<file path="src/rtl/core/alarm_clock_panel_controller_unit_macros.svh">
// Assertion macros shared by the alarm clock panel controller RTL.
`ifndef ALARM_CLOCK_PANEL_CONTROLLER_UNIT_MACROS_SVH
`define ALARM_CLOCK_PANEL_CONTROLLER_UNIT_MACROS_SVH

// The consequent must hold in the same cycle as the antecedent.
`define ACPC_ASSERT_IMP(lbl, ante, cons, msg) \
	lbl: assert property (@(posedge clk) disable iff (!arst_n) (ante) |-> (cons)) \
		else $error(msg);

// The consequent must hold in the cycle after the antecedent.
`define ACPC_ASSERT_NXT(lbl, ante, cons, msg) \
	lbl: assert property (@(posedge clk) disable iff (!arst_n) (ante) |=> (cons)) \
		else $error(msg);

`endif

</file>
<file path="src/rtl/core/acpc_pkg.sv">
// Types, constants and wrap helpers of the alarm clock panel controller.
`default_nettype none

package acpc_pkg;

	localparam int NUM_SLOTS_DEF = 5;

	localparam int BTN_MODE  = 0;
	localparam int BTN_INC   = 1;
	localparam int BTN_DEC   = 2;
	localparam int BTN_SET   = 3;
	localparam int BTN_ALARM = 4;

	localparam logic [7:0] MIN_MAX   = 8'd59;
	localparam logic [7:0] HOUR_MAX  = 8'd23;
	localparam logic [7:0] DAY_MAX   = 8'd31;
	localparam logic [7:0] WDAY_MAX  = 8'd6;
	localparam logic [7:0] MONTH_MAX = 8'd12;
	localparam logic [7:0] YEAR_MAX  = 8'd99;
	localparam logic [7:0] SEC_LAST_REARM = 8'd3;

	typedef enum logic [2:0] {
		FLD_MIN   = 3'd0,
		FLD_HOUR  = 3'd1,
		FLD_DAY   = 3'd2,
		FLD_MONTH = 3'd3,
		FLD_YEAR  = 3'd4
	} field_sel_t;

	typedef enum logic [1:0] {
		UI_NORMAL      = 2'd0,
		UI_TIME_EDIT   = 2'd1,
		UI_SLOT_CHOOSE = 2'd2,
		UI_ALARM_VALUE = 2'd3
	} ui_mode_t;

	typedef struct packed {
		logic [5:0] sec;
		logic [5:0] min;
		logic [4:0] hour;
		logic [4:0] day;
		logic [2:0] wday;
		logic [3:0] month;
		logic [6:0] year;
		logic [4:0] buttons;
	} item_t;

	typedef struct packed {
		logic       buzzer_pulse;
		logic       time_write;
		logic [5:0] sec;
		logic [5:0] min;
		logic [4:0] hour;
		logic [4:0] day;
		logic [2:0] wday;
		logic [3:0] month;
		logic [6:0] year;
		field_sel_t edit_field;
		ui_mode_t   ui_mode;
		logic       ringing;
	} result_t;

	// Step up by one, returning to lo once the top value is passed.
	function automatic logic [7:0] wrap_inc(logic [7:0] v, logic [7:0] top, logic [7:0] lo);
		return (v >= top) ? lo : v + 8'd1;
	endfunction

	// Step down by one, returning to top once the bottom value is passed.
	function automatic logic [7:0] wrap_dec(logic [7:0] v, logic [7:0] lo, logic [7:0] top);
		return (v <= lo) ? top : v - 8'd1;
	endfunction

endpackage

`default_nettype wire

</file>
<file path="src/rtl/core/alarm_clock_panel_controller_unit.sv">
// Alarm clock front-panel controller: one polling item in, one result item out.
// Input and result are registered; all slot compares and edits are combinational.
// Throughput is one item per cycle while the output does not stall.
// An output stall holds the result register and then the input register.
// Reset clears the modes, pointers, ringing state and slots, and arms every slot.
`default_nettype none
`include "alarm_clock_panel_controller_unit_macros.svh"

module alarm_clock_panel_controller_unit #(
	parameter int NUM_SLOTS = acpc_pkg::NUM_SLOTS_DEF
) (
	input  wire logic       clk,
	input  wire logic       arst_n,
	input  wire logic       in_valid,
	output logic            in_stall,
	input  wire logic [5:0] now_sec,
	input  wire logic [5:0] now_min,
	input  wire logic [4:0] now_hour,
	input  wire logic [4:0] now_day,
	input  wire logic [2:0] now_wday,
	input  wire logic [3:0] now_month,
	input  wire logic [6:0] now_year,
	input  wire logic [4:0] buttons,
	output logic            out_valid,
	input  wire logic       out_stall,
	output logic            buzzer_pulse,
	output logic            time_write,
	output logic [5:0]      new_sec,
	output logic [5:0]      new_min,
	output logic [4:0]      new_hour,
	output logic [4:0]      new_day,
	output logic [2:0]      new_wday,
	output logic [3:0]      new_month,
	output logic [6:0]      new_year,
	output logic [2:0]      edit_field,
	output logic [1:0]      ui_mode,
	output logic            ringing
);

	localparam int SLOT_W = (NUM_SLOTS > 1) ? $clog2(NUM_SLOTS) : 1;
	localparam logic [SLOT_W-1:0] SLOT_LAST = SLOT_W'(NUM_SLOTS - 1);

	acpc_pkg::item_t   item_s1;
	logic              v_s1;
	acpc_pkg::result_t res_q;
	logic              out_v_q;
	logic              out_free;
	logic              adv;

	logic                   time_edit_q, time_edit_n;
	acpc_pkg::field_sel_t   field_q, field_n;
	logic                   alarm_edit_q, alarm_edit_n;
	logic                   chosen_q, chosen_n;
	logic                   afh_q, afh_n;
	logic [SLOT_W-1:0]      ptr_q, ptr_n;
	logic [SLOT_W-1:0]      ring_slot_q, ring_slot_n;
	logic                   ring_flag_q, ring_flag_n;
	logic [5:0]             slot_min_q [NUM_SLOTS];
	logic [5:0]             slot_min_n [NUM_SLOTS];
	logic [4:0]             slot_hour_q [NUM_SLOTS];
	logic [4:0]             slot_hour_n [NUM_SLOTS];
	logic [NUM_SLOTS-1:0]   slot_set_q, slot_set_n;
	logic [NUM_SLOTS-1:0]   slot_armed_q, slot_armed_n;

	acpc_pkg::result_t res_n;
	logic              b_mode, b_inc, b_dec, b_set, b_alarm;
	logic              midnight;
	logic              write;
	logic [5:0]        sec, mn, amin;
	logic [4:0]        hr, dy, ahour;
	logic [2:0]        wd;
	logic [3:0]        mo;
	logic [6:0]        yr;

	assign out_free = !out_v_q || !out_stall;
	assign in_stall = v_s1 && !out_free;
	assign adv      = v_s1 && out_free;

	always_ff @(posedge clk or negedge arst_n) begin
		if (!arst_n) begin
			v_s1    <= 1'b0;
			out_v_q <= 1'b0;
		end else begin
			if (!in_stall) v_s1 <= in_valid;
			if (out_free) out_v_q <= v_s1;
		end
	end

	always_ff @(posedge clk) begin
		if (in_valid && !in_stall) begin
			item_s1 <= '{sec: now_sec, min: now_min, hour: now_hour, day: now_day,
				wday: now_wday, month: now_month, year: now_year, buttons: buttons};
		end
		if (adv) res_q <= res_n;
	end

	always_ff @(posedge clk or negedge arst_n) begin
		if (!arst_n) begin
			time_edit_q  <= 1'b0;
			field_q      <= acpc_pkg::FLD_MIN;
			alarm_edit_q <= 1'b0;
			chosen_q     <= 1'b0;
			afh_q        <= 1'b0;
			ptr_q        <= '0;
			ring_slot_q  <= '0;
			ring_flag_q  <= 1'b0;
			slot_set_q   <= '0;
			slot_armed_q <= '1;
			for (int i = 0; i < NUM_SLOTS; i++) begin
				slot_min_q[i]  <= '0;
				slot_hour_q[i] <= '0;
			end
		end else if (adv) begin
			time_edit_q  <= time_edit_n;
			field_q      <= field_n;
			alarm_edit_q <= alarm_edit_n;
			chosen_q     <= chosen_n;
			afh_q        <= afh_n;
			ptr_q        <= ptr_n;
			ring_slot_q  <= ring_slot_n;
			ring_flag_q  <= ring_flag_n;
			slot_set_q   <= slot_set_n;
			slot_armed_q <= slot_armed_n;
			for (int i = 0; i < NUM_SLOTS; i++) begin
				slot_min_q[i]  <= slot_min_n[i];
				slot_hour_q[i] <= slot_hour_n[i];
			end
		end
	end

	always_comb begin
		b_mode  = item_s1.buttons[acpc_pkg::BTN_MODE];
		b_inc   = item_s1.buttons[acpc_pkg::BTN_INC];
		b_dec   = item_s1.buttons[acpc_pkg::BTN_DEC];
		b_set   = item_s1.buttons[acpc_pkg::BTN_SET];
		b_alarm = item_s1.buttons[acpc_pkg::BTN_ALARM];

		sec = item_s1.sec;
		mn  = item_s1.min;
		hr  = item_s1.hour;
		dy  = item_s1.day;
		wd  = item_s1.wday;
		mo  = item_s1.month;
		yr  = item_s1.year;

		write  = 1'b0;
		res_n  = '0;
		amin   = slot_min_q[ptr_q];
		ahour  = slot_hour_q[ptr_q];

		time_edit_n = time_edit_q;
		field_n     = field_q;
		chosen_n    = chosen_q;
		afh_n       = afh_q;
		ptr_n       = ptr_q;
		ring_slot_n = ring_slot_q;
		ring_flag_n = ring_flag_q;
		slot_set_n  = slot_set_q;
		for (int i = 0; i < NUM_SLOTS; i++) begin
			slot_min_n[i]  = slot_min_q[i];
			slot_hour_n[i] = slot_hour_q[i];
		end

		// Every slot is re-armed during the first seconds after midnight.
		midnight = (8'(item_s1.sec) <= acpc_pkg::SEC_LAST_REARM) && (item_s1.min == '0)
			&& (item_s1.hour == '0);
		slot_armed_n = midnight ? '1 : slot_armed_q;

		alarm_edit_n = alarm_edit_q || (b_alarm && !ring_flag_q);

		if (alarm_edit_n) begin
			if (!chosen_q) begin
				if (b_inc) ptr_n = (ptr_q >= SLOT_LAST) ? '0 : ptr_q + 1'b1;
				if (b_set) chosen_n = 1'b1;
			end else begin
				afh_n = afh_q ^ b_mode;
				if (b_inc) begin
					if (afh_n) ahour = 5'(acpc_pkg::wrap_inc(8'(ahour), acpc_pkg::HOUR_MAX, 8'd0));
					else amin = 6'(acpc_pkg::wrap_inc(8'(amin), acpc_pkg::MIN_MAX, 8'd0));
				end
				if (b_dec) begin
					if (afh_n) ahour = 5'(acpc_pkg::wrap_dec(8'(ahour), 8'd0, acpc_pkg::HOUR_MAX));
					else amin = 6'(acpc_pkg::wrap_dec(8'(amin), 8'd0, acpc_pkg::MIN_MAX));
				end
				slot_min_n[ptr_q]  = amin;
				slot_hour_n[ptr_q] = ahour;
				if (b_set) begin
					alarm_edit_n         = 1'b0;
					chosen_n             = 1'b0;
					slot_set_n[ptr_q]    = 1'b1;
					slot_armed_n[ptr_q]  = 1'b1;
				end
			end
		end else begin
			// The highest matching slot wins.
			for (int i = 0; i < NUM_SLOTS; i++) begin
				if (item_s1.min == slot_min_q[i] && item_s1.hour == slot_hour_q[i]
						&& slot_set_q[i] && slot_armed_n[i]) begin
					ring_slot_n        = SLOT_W'(i);
					ring_flag_n        = 1'b1;
					res_n.buzzer_pulse = 1'b1;
				end
			end
			if (b_alarm && ring_flag_n) begin
				slot_armed_n[ring_slot_n] = 1'b0;
				ring_flag_n               = 1'b0;
			end
			time_edit_n = time_edit_q || b_mode;
			if (time_edit_n && b_mode) begin
				field_n = (field_q >= acpc_pkg::FLD_YEAR) ? acpc_pkg::FLD_MIN
					: acpc_pkg::field_sel_t'(field_q + 3'd1);
			end
			if (time_edit_n && b_inc) begin
				unique case (field_n)
					acpc_pkg::FLD_MIN:   mn = 6'(acpc_pkg::wrap_inc(8'(mn), acpc_pkg::MIN_MAX, 8'd0));
					acpc_pkg::FLD_HOUR:  hr = 5'(acpc_pkg::wrap_inc(8'(hr), acpc_pkg::HOUR_MAX, 8'd0));
					acpc_pkg::FLD_DAY: begin
						dy = 5'(acpc_pkg::wrap_inc(8'(dy), acpc_pkg::DAY_MAX, 8'd1));
						wd = 3'(acpc_pkg::wrap_inc(8'(wd), acpc_pkg::WDAY_MAX, 8'd0));
					end
					acpc_pkg::FLD_MONTH: mo = 4'(acpc_pkg::wrap_inc(8'(mo), acpc_pkg::MONTH_MAX, 8'd1));
					acpc_pkg::FLD_YEAR:  yr = 7'(acpc_pkg::wrap_inc(8'(yr), acpc_pkg::YEAR_MAX, 8'd0));
					default: ;
				endcase
				write = 1'b1;
			end
			if (time_edit_n && b_dec) begin
				unique case (field_n)
					acpc_pkg::FLD_MIN:   mn = 6'(acpc_pkg::wrap_dec(8'(mn), 8'd0, acpc_pkg::MIN_MAX));
					acpc_pkg::FLD_HOUR:  hr = 5'(acpc_pkg::wrap_dec(8'(hr), 8'd0, acpc_pkg::HOUR_MAX));
					acpc_pkg::FLD_DAY: begin
						dy = 5'(acpc_pkg::wrap_dec(8'(dy), 8'd1, acpc_pkg::DAY_MAX));
						wd = 3'(acpc_pkg::wrap_dec(8'(wd), 8'd0, acpc_pkg::WDAY_MAX));
					end
					acpc_pkg::FLD_MONTH: mo = 4'(acpc_pkg::wrap_dec(8'(mo), 8'd1, acpc_pkg::MONTH_MAX));
					acpc_pkg::FLD_YEAR:  yr = 7'(acpc_pkg::wrap_dec(8'(yr), 8'd0, acpc_pkg::YEAR_MAX));
					default: ;
				endcase
				write = 1'b1;
			end
			if (time_edit_n && b_set) begin
				sec         = '0;
				time_edit_n = 1'b0;
				write       = 1'b1;
			end
		end

		res_n.time_write = write;
		if (write) begin
			res_n.sec   = sec;
			res_n.min   = mn;
			res_n.hour  = hr;
			res_n.day   = dy;
			res_n.wday  = wd;
			res_n.month = mo;
			res_n.year  = yr;
		end
		res_n.edit_field = field_n;
		res_n.ringing    = ring_flag_n;
		priority if (alarm_edit_n && chosen_n) res_n.ui_mode = acpc_pkg::UI_ALARM_VALUE;
		else if (alarm_edit_n)                 res_n.ui_mode = acpc_pkg::UI_SLOT_CHOOSE;
		else if (time_edit_n)                  res_n.ui_mode = acpc_pkg::UI_TIME_EDIT;
		else                                   res_n.ui_mode = acpc_pkg::UI_NORMAL;
	end

	assign out_valid    = out_v_q;
	assign buzzer_pulse = res_q.buzzer_pulse;
	assign time_write   = res_q.time_write;
	assign new_sec      = res_q.sec;
	assign new_min      = res_q.min;
	assign new_hour     = res_q.hour;
	assign new_day      = res_q.day;
	assign new_wday     = res_q.wday;
	assign new_month    = res_q.month;
	assign new_year     = res_q.year;
	assign edit_field   = res_q.edit_field;
	assign ui_mode      = res_q.ui_mode;
	assign ringing      = res_q.ringing;

	`ACPC_ASSERT_IMP(a_stall_cause, in_stall, v_s1 && out_v_q && out_stall, "Input stalled without a blocked result.")
	`ACPC_ASSERT_IMP(a_ptr_range, 1'b1, ptr_q <= SLOT_LAST, "Slot pointer beyond the last slot.")
	`ACPC_ASSERT_IMP(a_field_range, 1'b1, field_q <= acpc_pkg::FLD_YEAR, "Field selector out of range.")
	`ACPC_ASSERT_IMP(a_alarm_quiet, out_valid && (res_q.ui_mode == acpc_pkg::UI_SLOT_CHOOSE || res_q.ui_mode == acpc_pkg::UI_ALARM_VALUE), !buzzer_pulse && !time_write, "Buzzer or time write during alarm edit.")
	`ACPC_ASSERT_IMP(a_no_write_zero, out_valid && !time_write, new_sec == '0 && new_min == '0 && new_hour == '0 && new_day == '0 && new_wday == '0 && new_month == '0 && new_year == '0, "Time fields not cleared without a write.")

endmodule

`default_nettype wire

</file>
<file path="config.mk">
export PLATFORM = sky130hd
export DESIGN_NAME = alarm_clock_panel_controller_unit
export DESIGN_NICKNAME = d
export VERILOG_FILES = /design/src/rtl/core/acpc_pkg.sv /design/src/rtl/core/alarm_clock_panel_controller_unit.sv
export VERILOG_INCLUDE_DIRS = /design/src /design/src/rtl/core
export SDC_FILE = /design/constraint.sdc
export NUM_CORES = 1
export LEC_CHECK = 0
export BUFFER_PORTS_ARGS = -buffer_cell sky130_fd_sc_hd__buf_4
export CORE_UTILIZATION = 50
export DETAILED_ROUTE_END_ITERATION = 8
export MAX_ROUTING_LAYER = met4
export PLACE_DENSITY = 0.69
export SKIP_LAST_GASP = 1
export SLEW_MARGIN = 0
export SYNTH_ARGS = -nofsm -noshare
export SYNTH_HDL_FRONTEND = slang
export SYNTH_SLANG_ARGS = --single-unit
</file>
<file path="constraint.sdc">
create_clock -name clk -period 3.85 [get_ports clk]
set_input_delay 0.385 -clock clk [delete_from_list [all_inputs] [get_ports clk]]
set_output_delay 0.385 -clock clk [all_outputs]
set_load 0.01 [all_outputs]
</file>
## Word level (Yosys, flattened, before mapping)

Index checks and enable logic that the tools add are counted.

| cells by class | value |
|---|---|
| add/subtract/negate cells | 18 |
| $lt $le $gt $ge | 25 |
| equality and inequality tests | 14 |
| multiplexer cells | 129 |
| bitwise logic cells | 8 |
| reductions and logical operators | 46 |

Operators by type and width:

| operator | count |
|---|---|
| 5-bit 2-to-1 mux | 34 |
| 6-bit 2-to-1 mux | 23 |
| 3-bit 2-to-1 mux | 19 |
| 7-bit 2-to-1 mux | 8 |
| 4-bit 2-to-1 mux | 8 |
| 30-bit bitwise mux | 1 |
| 6-bit equality test | 5 |
| 1-bit logical AND | 30 |
| 1-bit 2-to-1 mux | 29 |
| 25-bit bitwise mux | 1 |
| 5-bit equality test | 5 |
| 6-bit binary-select mux with 3-bit select | 1 |
| 6-bit demux with 3-bit select | 1 |
| 5-bit by 1-bit adder with 5-bit output, second input constant | 3 |
| 5-bit binary-select mux with 3-bit select | 1 |
| 5-bit demux with 3-bit select | 1 |
| 5-bit greater-or-equal comparator, second input constant | 3 |
| 5-bit by 1-bit <= comparator with 1-bit output, second input constant | 3 |
| 5-bit by 1-bit subtractor with 5-bit output, second input constant | 3 |
| 6-bit by 1-bit adder with 6-bit output, second input constant | 2 |
| 6-bit greater-or-equal comparator, second input constant | 2 |
| 6-bit by 1-bit <= comparator with 1-bit output, second input constant | 2 |
| 6-bit by 1-bit subtractor with 6-bit output, second input constant | 2 |
| 5-bit OR | 2 |
| other kinds (34) | 51 |

| storage, ports and cells | value |
|---|---|
| bits in registers | 166 |
| input bits | 45 |
| output and inout bits | 46 |

## Depth between registers and ports, before layout

| depth | value |
|---|---|
| word-level depth | 19 |
| mapped depth | 15 |

## Least setup slack after synthesis

Ideal clock, no wire load.

| path | value |
|---|---|
| path type | flip-flop to flip-flop |
| start point | reg field_q[0] |
| end point | reg res_q, in the netlist new_hour[3], data pin |
| arrival | 2.759 ns |
| data required time | 3.580 ns |
| setup slack | 0.821 ns |
| cell stages (with the launch flop) | 15 |
| period minus slack after synthesis | 3.029 ns |
| cell sequence | dfrtp_1 > buf_2 > inv_1 > ha_1 > nor4b_1 > a21oi_1 > nand2b_1 > buf_2 > a22o_1 > inv_1 > ha_1 > inv_1 > nor4_1 > or3_1 > a21oi_1 |

| on the way | value |
|---|---|
| longest elaborated chain between the ends | 13 |

RTL lines:

| element | line | RTL |
|---|---|---|
| start, declared | alarm_clock_panel_controller_unit.sv:51 | `acpc_pkg::field_sel_t field_q, field_n;` |
| start signal, assigned | alarm_clock_panel_controller_unit.sv:100 | `field_q <= acpc_pkg::FLD_MIN;` |
| start signal, assigned | alarm_clock_panel_controller_unit.sv:115 | `field_q <= field_n;` |
| 3-bit by 1-bit adder with 3-bit output or 3-bit greater-or-equal comparator (tied branches) | alarm_clock_panel_controller_unit.sv:211, alarm_clock_panel_controller_unit.sv:210 |  |
| 3-bit 2-to-1 mux | alarm_clock_panel_controller_unit.sv:210 | `field_n = (field_q >= acpc_pkg::FLD_YEAR) ? acpc_pkg::FLD_MIN` |
| 3-bit 2-to-1 mux (*) | alarm_clock_panel_controller_unit.sv:209 | `if (time_edit_n && b_mode) begin` |
| 3-bit 2-to-1 mux (*) | alarm_clock_panel_controller_unit.sv:171 | `if (alarm_edit_n) begin` |
| 3-bit by 1-bit equality test with 1-bit output (*) | alarm_clock_panel_controller_unit.sv:214, alarm_clock_panel_controller_unit.sv:228 |  |
| 5-bit 2-to-1 mux | alarm_clock_panel_controller_unit.sv:214 | `unique case (field_n)` |
| 5-bit 2-to-1 mux | alarm_clock_panel_controller_unit.sv:213 | `if (time_edit_n && b_inc) begin` |
| 5-bit 2-to-1 mux | alarm_clock_panel_controller_unit.sv:171 |  |
| 5-bit by 1-bit subtractor with 5-bit output or 5-bit by 1-bit <= comparator with 1-bit output (tied branches) | acpc_pkg.sv:70 | `return (v <= lo) ? top : v - 8'd1;` |
| 5-bit 2-to-1 mux | acpc_pkg.sv:70 |  |
| 5-bit 2-to-1 mux | alarm_clock_panel_controller_unit.sv:228 | `unique case (field_n)` |
| 5-bit 2-to-1 mux (*) | alarm_clock_panel_controller_unit.sv:227 | `if (time_edit_n && b_dec) begin` |
| 5-bit 2-to-1 mux (*) | alarm_clock_panel_controller_unit.sv:171 |  |
| end signal, assigned | alarm_clock_panel_controller_unit.sv:94 | `if (adv) res_q <= res_n;` |
| end, declared | alarm_clock_panel_controller_unit.sv:45 | `acpc_pkg::result_t res_q;` |

Every way passes the cells marked *; elsewhere a longest branch is shown, timed or not. The select of a mux whose other input is x is not followed.
A chain may end at the register's enable or synchronous reset.

## Final worst setup path

| path | value |
|---|---|
| start point | reg ptr_q[1] |
| end point | reg slot_min_q[3] (netlist bit) |

| on the way | value |
|---|---|
| longest elaborated chain between the ends | 17 |

RTL lines:

| element | line | RTL |
|---|---|---|
| start, declared | alarm_clock_panel_controller_unit.sv:55 | `logic [SLOT_W-1:0] ptr_q, ptr_n;` |
| start signal, assigned | alarm_clock_panel_controller_unit.sv:119 | `ptr_q <= ptr_n;` |
| 3-bit inverter with 4-bit output (implied by the code) (*) | alarm_clock_panel_controller_unit.sv:148, alarm_clock_panel_controller_unit.sv:185 |  |
| 6-bit binary-select mux with 3-bit select | alarm_clock_panel_controller_unit.sv:148 | `amin = slot_min_q[ptr_q];` |
| 6-bit 2-to-1 mux (implied by the code) (2 in series) | alarm_clock_panel_controller_unit.sv:148 |  |
| 6-bit by 1-bit adder with 6-bit output or 6-bit greater-or-equal comparator (tied branches) | acpc_pkg.sv:65 | `return (v >= top) ? lo : v + 8'd1;` |
| 6-bit 2-to-1 mux | acpc_pkg.sv:65 |  |
| 6-bit 2-to-1 mux | alarm_clock_panel_controller_unit.sv:178 | `if (afh_n) ahour = 5'(acpc_pkg::wrap_inc(8'(ahour), acpc_pkg::HOUR_MAX, 8'd0));` |
| 6-bit 2-to-1 mux | alarm_clock_panel_controller_unit.sv:177 | `if (b_inc) begin` |
| 6-bit 2-to-1 mux | alarm_clock_panel_controller_unit.sv:172 | `if (!chosen_q) begin` |
| 6-bit 2-to-1 mux | alarm_clock_panel_controller_unit.sv:171 |  |
| 6-bit by 1-bit subtractor with 6-bit output or 6-bit by 1-bit <= comparator with 1-bit output (tied branches) | acpc_pkg.sv:70 |  |
| 6-bit 2-to-1 mux | acpc_pkg.sv:70 |  |
| 6-bit 2-to-1 mux | alarm_clock_panel_controller_unit.sv:182 | `if (afh_n) ahour = 5'(acpc_pkg::wrap_dec(8'(ahour), 8'd0, acpc_pkg::HOUR_MAX));` |
| 6-bit 2-to-1 mux | alarm_clock_panel_controller_unit.sv:181 | `if (b_dec) begin` |
| 6-bit 2-to-1 mux | alarm_clock_panel_controller_unit.sv:172 |  |
| 6-bit 2-to-1 mux | alarm_clock_panel_controller_unit.sv:171 |  |
| 30-bit bitwise mux (*) | alarm_clock_panel_controller_unit.sv:185 | `slot_min_n[ptr_q] = amin;` |
| end signal, assigned by index | alarm_clock_panel_controller_unit.sv:125 | `slot_min_q[i] <= slot_min_n[i];` |
| end, declared | alarm_clock_panel_controller_unit.sv:58 | `logic [5:0] slot_min_q [NUM_SLOTS];` |

Marks and branches as above.

==> flow_summary.yaml <==
outcome:
  status: "finished, final reports clean"
die:
  die_w_um: 145
  pin_count: 91
  initial_core_util_pct: 51.8
  die_h_um: 145
  coreArea_um2: 19700
  rows: 51
  die-area_um2: 21000
synthesis:
  synth_nets: 1110
  synthTopCellsByCount: "nand2_1 (105), edfxtp_1 (85), dfrtp_1 (76)"
  yosys.area.top_type: "edfxtp_1"
  syn_avg_cell_area_um2: 9.89
  ys.flop_type: "edfxtp_1"
  synth_top_area_share_pct: 25.0
  ys_async_sr_fraction_pct: 48.8
  yosys_warnings: 0
  syn_area_um2: 10200
  yosysMostFrequentCell: "nand2_1"
  synth.area.top_cells: "edfxtp_1 (25%), dfrtp_1 (19%), xnor2_1 (5.5%), ha_1 (3.9%), mux2_2 (3.9%)"
  synthCells: 1033
  synth-seq-cells: 166
  ys_seq_area_share_pct: 44.9
  yosysUniqueCellTypes: 86
  synth_edf_count: 85
sta:
  maxSlewHeadroom_pct: 29.9
  grt_setup_unrepaired: "false"
  fin_setup_tns_ns: 0
  period_share_pct: 91.5
  hold_violations: 0
  skew_ns: 0.0128
  final-max-slew-violation-count: 0
  setup_violations: 0
  worst_pin_slew_ns: 1.05
  fin_crit_ns: 3.52
  holdWs_ns: 0.122
  fmax_mhz: 284
setup_path:
  crit_path_end_kind: "flip-flop"
  startpoint_type: "flip-flop"
  cp_max_fo: 9
  crit_arrival_ns: 3.89
  rrSetupSlack_ns: 0.33
  crit_type: "reg -> reg"
  cp.required_ns: 4.21
pwr:
  p_per_area_nw_per_um2: 687
  power_leakage_uw: 0.00472
  p_total_uw: 8130
  peakVddDrop_mv: 0.369
cts:
  cts.sinks: 166
  cts_root_buf: "clkbuf_16"
  ctsResizeCount: 0
  h-tree-depth: 4
  postCtsHoldBufs: 0
  clkTransAtPathRegs_ns: 0.07
  clock_latency_ns: 0.43
  postCtsSetupBuffers: 0
  cts_tree: "built"
  clockBufferDepth: 2
  numCtsBuffers: 17
final_layout:
  nNetsFinal: 1200
  final_core_util_pct: 60.0
  filler_cell_count: 1656
  drive_gt1_share_pct: 18.8
  area_delta_synth_final_pct: 15.9
  diodes: 0
  layout.cells.non_filler: 1401
placed_design:
  place.port_buffers: 90
  dp_cells: 1369
  hpwl_mm: 19.7
  gp_congestion: 0.937
drt:
  route.detailed.drc: 0
  vias: 8421
  first_pass_iters: 5
  finalWirelength_mm: 26.8
  antenna_left: 0
  via_per_inst: 6.01
  wire_per_inst_um: 19.1
  drtIter0Drc: 739
global_routing:
  grt_pass1_vias: 7905
  grt_usage_pct: 26.8
  antenna_found_initial: 0
  overflow: 0
  grt_max_degree: 82
  grt_pass1_wl_mm: 42.8
hold_path:
  hp-class: "in -> reg"
run:
  maxCapViolCount: 0
-- per-stage QoR --
step / setup slack [ns] / instance area, um2
6_report: 0.327 / 11800
5_1_grt: 0.0755 / 11800
4_1_cts: 0.365 / 11800
3_5_place_dp: 0.413 / 11200
3_3_place_gp: 0.525 / 11200
2_1_floorplan: 0.821 / 10200
-- kinds of logic (layout without fill, tap and decap cells) --
kind of cell,count (synthesis),in the layout,share of synthesized area [%]
simple gates,380,380,19.2
compound gates,250,250,16.5
flops,166,166,44.9
buf+inv,82,185,3.52
xor+xnor,66,66,5.66
mux,57,57,6.27
fa+ha+maj,32,32,3.92
-- cell usage in the layout (no fill, tap or decap), types with 6 or more instances in the layout --
master / n
inv_6: 7
o211ai_1: 6
ha_1: 32
o21ai_1: 7
edfxtp_1: 85
clkbuf_16: 21
inv_1: 38
nor4_1: 20
nand2b_1: 11
o21ai_0: 58
xnor2_1: 64
and3_1: 15
nand2_1: 105
a21o_1: 12
and2_1: 20
or2_2: 7
nand3b_1: 9
o22a_1: 6
nor2_1: 67
o21a_1: 8
mux2_2: 35
mux2i_1: 19
o31ai_1: 7
a31oi_1: 11
buf_4: 114
a211oi_1: 15
nor3_1: 25
dfrtp_1: 76
nand3_1: 30
nand4_1: 31
a21oi_1: 50
nor2b_1: 11
-- worst paths after layout --
kind                               startpoint        endpoint  depth (start not counted)
worst max-delay path                 ptr_q[1]   slot_min_q[3]                         14
worst min-delay path              now_wday[2]     item_s1[18]                          1
worst max register to register       ptr_q[1]   slot_min_q[3]                         14
worst min register to register  slot_set_q[0]   slot_set_q[0]                          1
max in group asynchronous              arst_n   slot_min_q[6]                          1
min in group asynchronous              arst_n  slot_hour_q[2]                          1
-- worst max-delay path, stage by stage, from the launching register on --
cell	delay (ns)
dfrtp_1	0.51
buf_4	0.23
nor2b_1	0.25
a2bb2oi_1	0.12
o22a_1	0.27
inv_1	0.09
ha_1	0.20
nand3b_1	0.14
nand3_1	0.20
o211ai_1	0.20
ha_1	0.27
a21boi_0	0.30
nand3_1	0.13
a21boi_1	0.34
mux2_2	0.22
-- layer usage --
layer  up-vias  share of wire (%)  track usage (%)
met1      4013                 47             36.9
li1       4016                  -                -
met3        48                8.0             6.54
met4         0                2.6             9.20
met5         -                  0                -
met2       344                 43             38.6
-- area by class of cell --
cell class	instances	area, um2	area share (%)
clock buffers	22	539	4.56
clock inverters	10	87.6	0.740
inverters	39	146	1.24
multi-input cells	785	5290	44.7
flip-flops and latches	166	4590	38.7
well taps	265	332	2.80
repair buffers	114	856	7.23
-- registers in the layout, indices dropped and copies added (netlist names), 6 cells and up --
| register | count |
|---|---|
| new_year | 7 |
| item_s1 | 36 |
| new_sec | 6 |
| slot_min_q | 30 |
| new_min | 6 |
| slot_hour_q | 25 |
-- where the power goes --
part,internal [uW],switching (uW)
logic,1490,2010
clock network,1020,768
registers,2320,532
No activity file was read; power rests on OpenSTA's default activity.
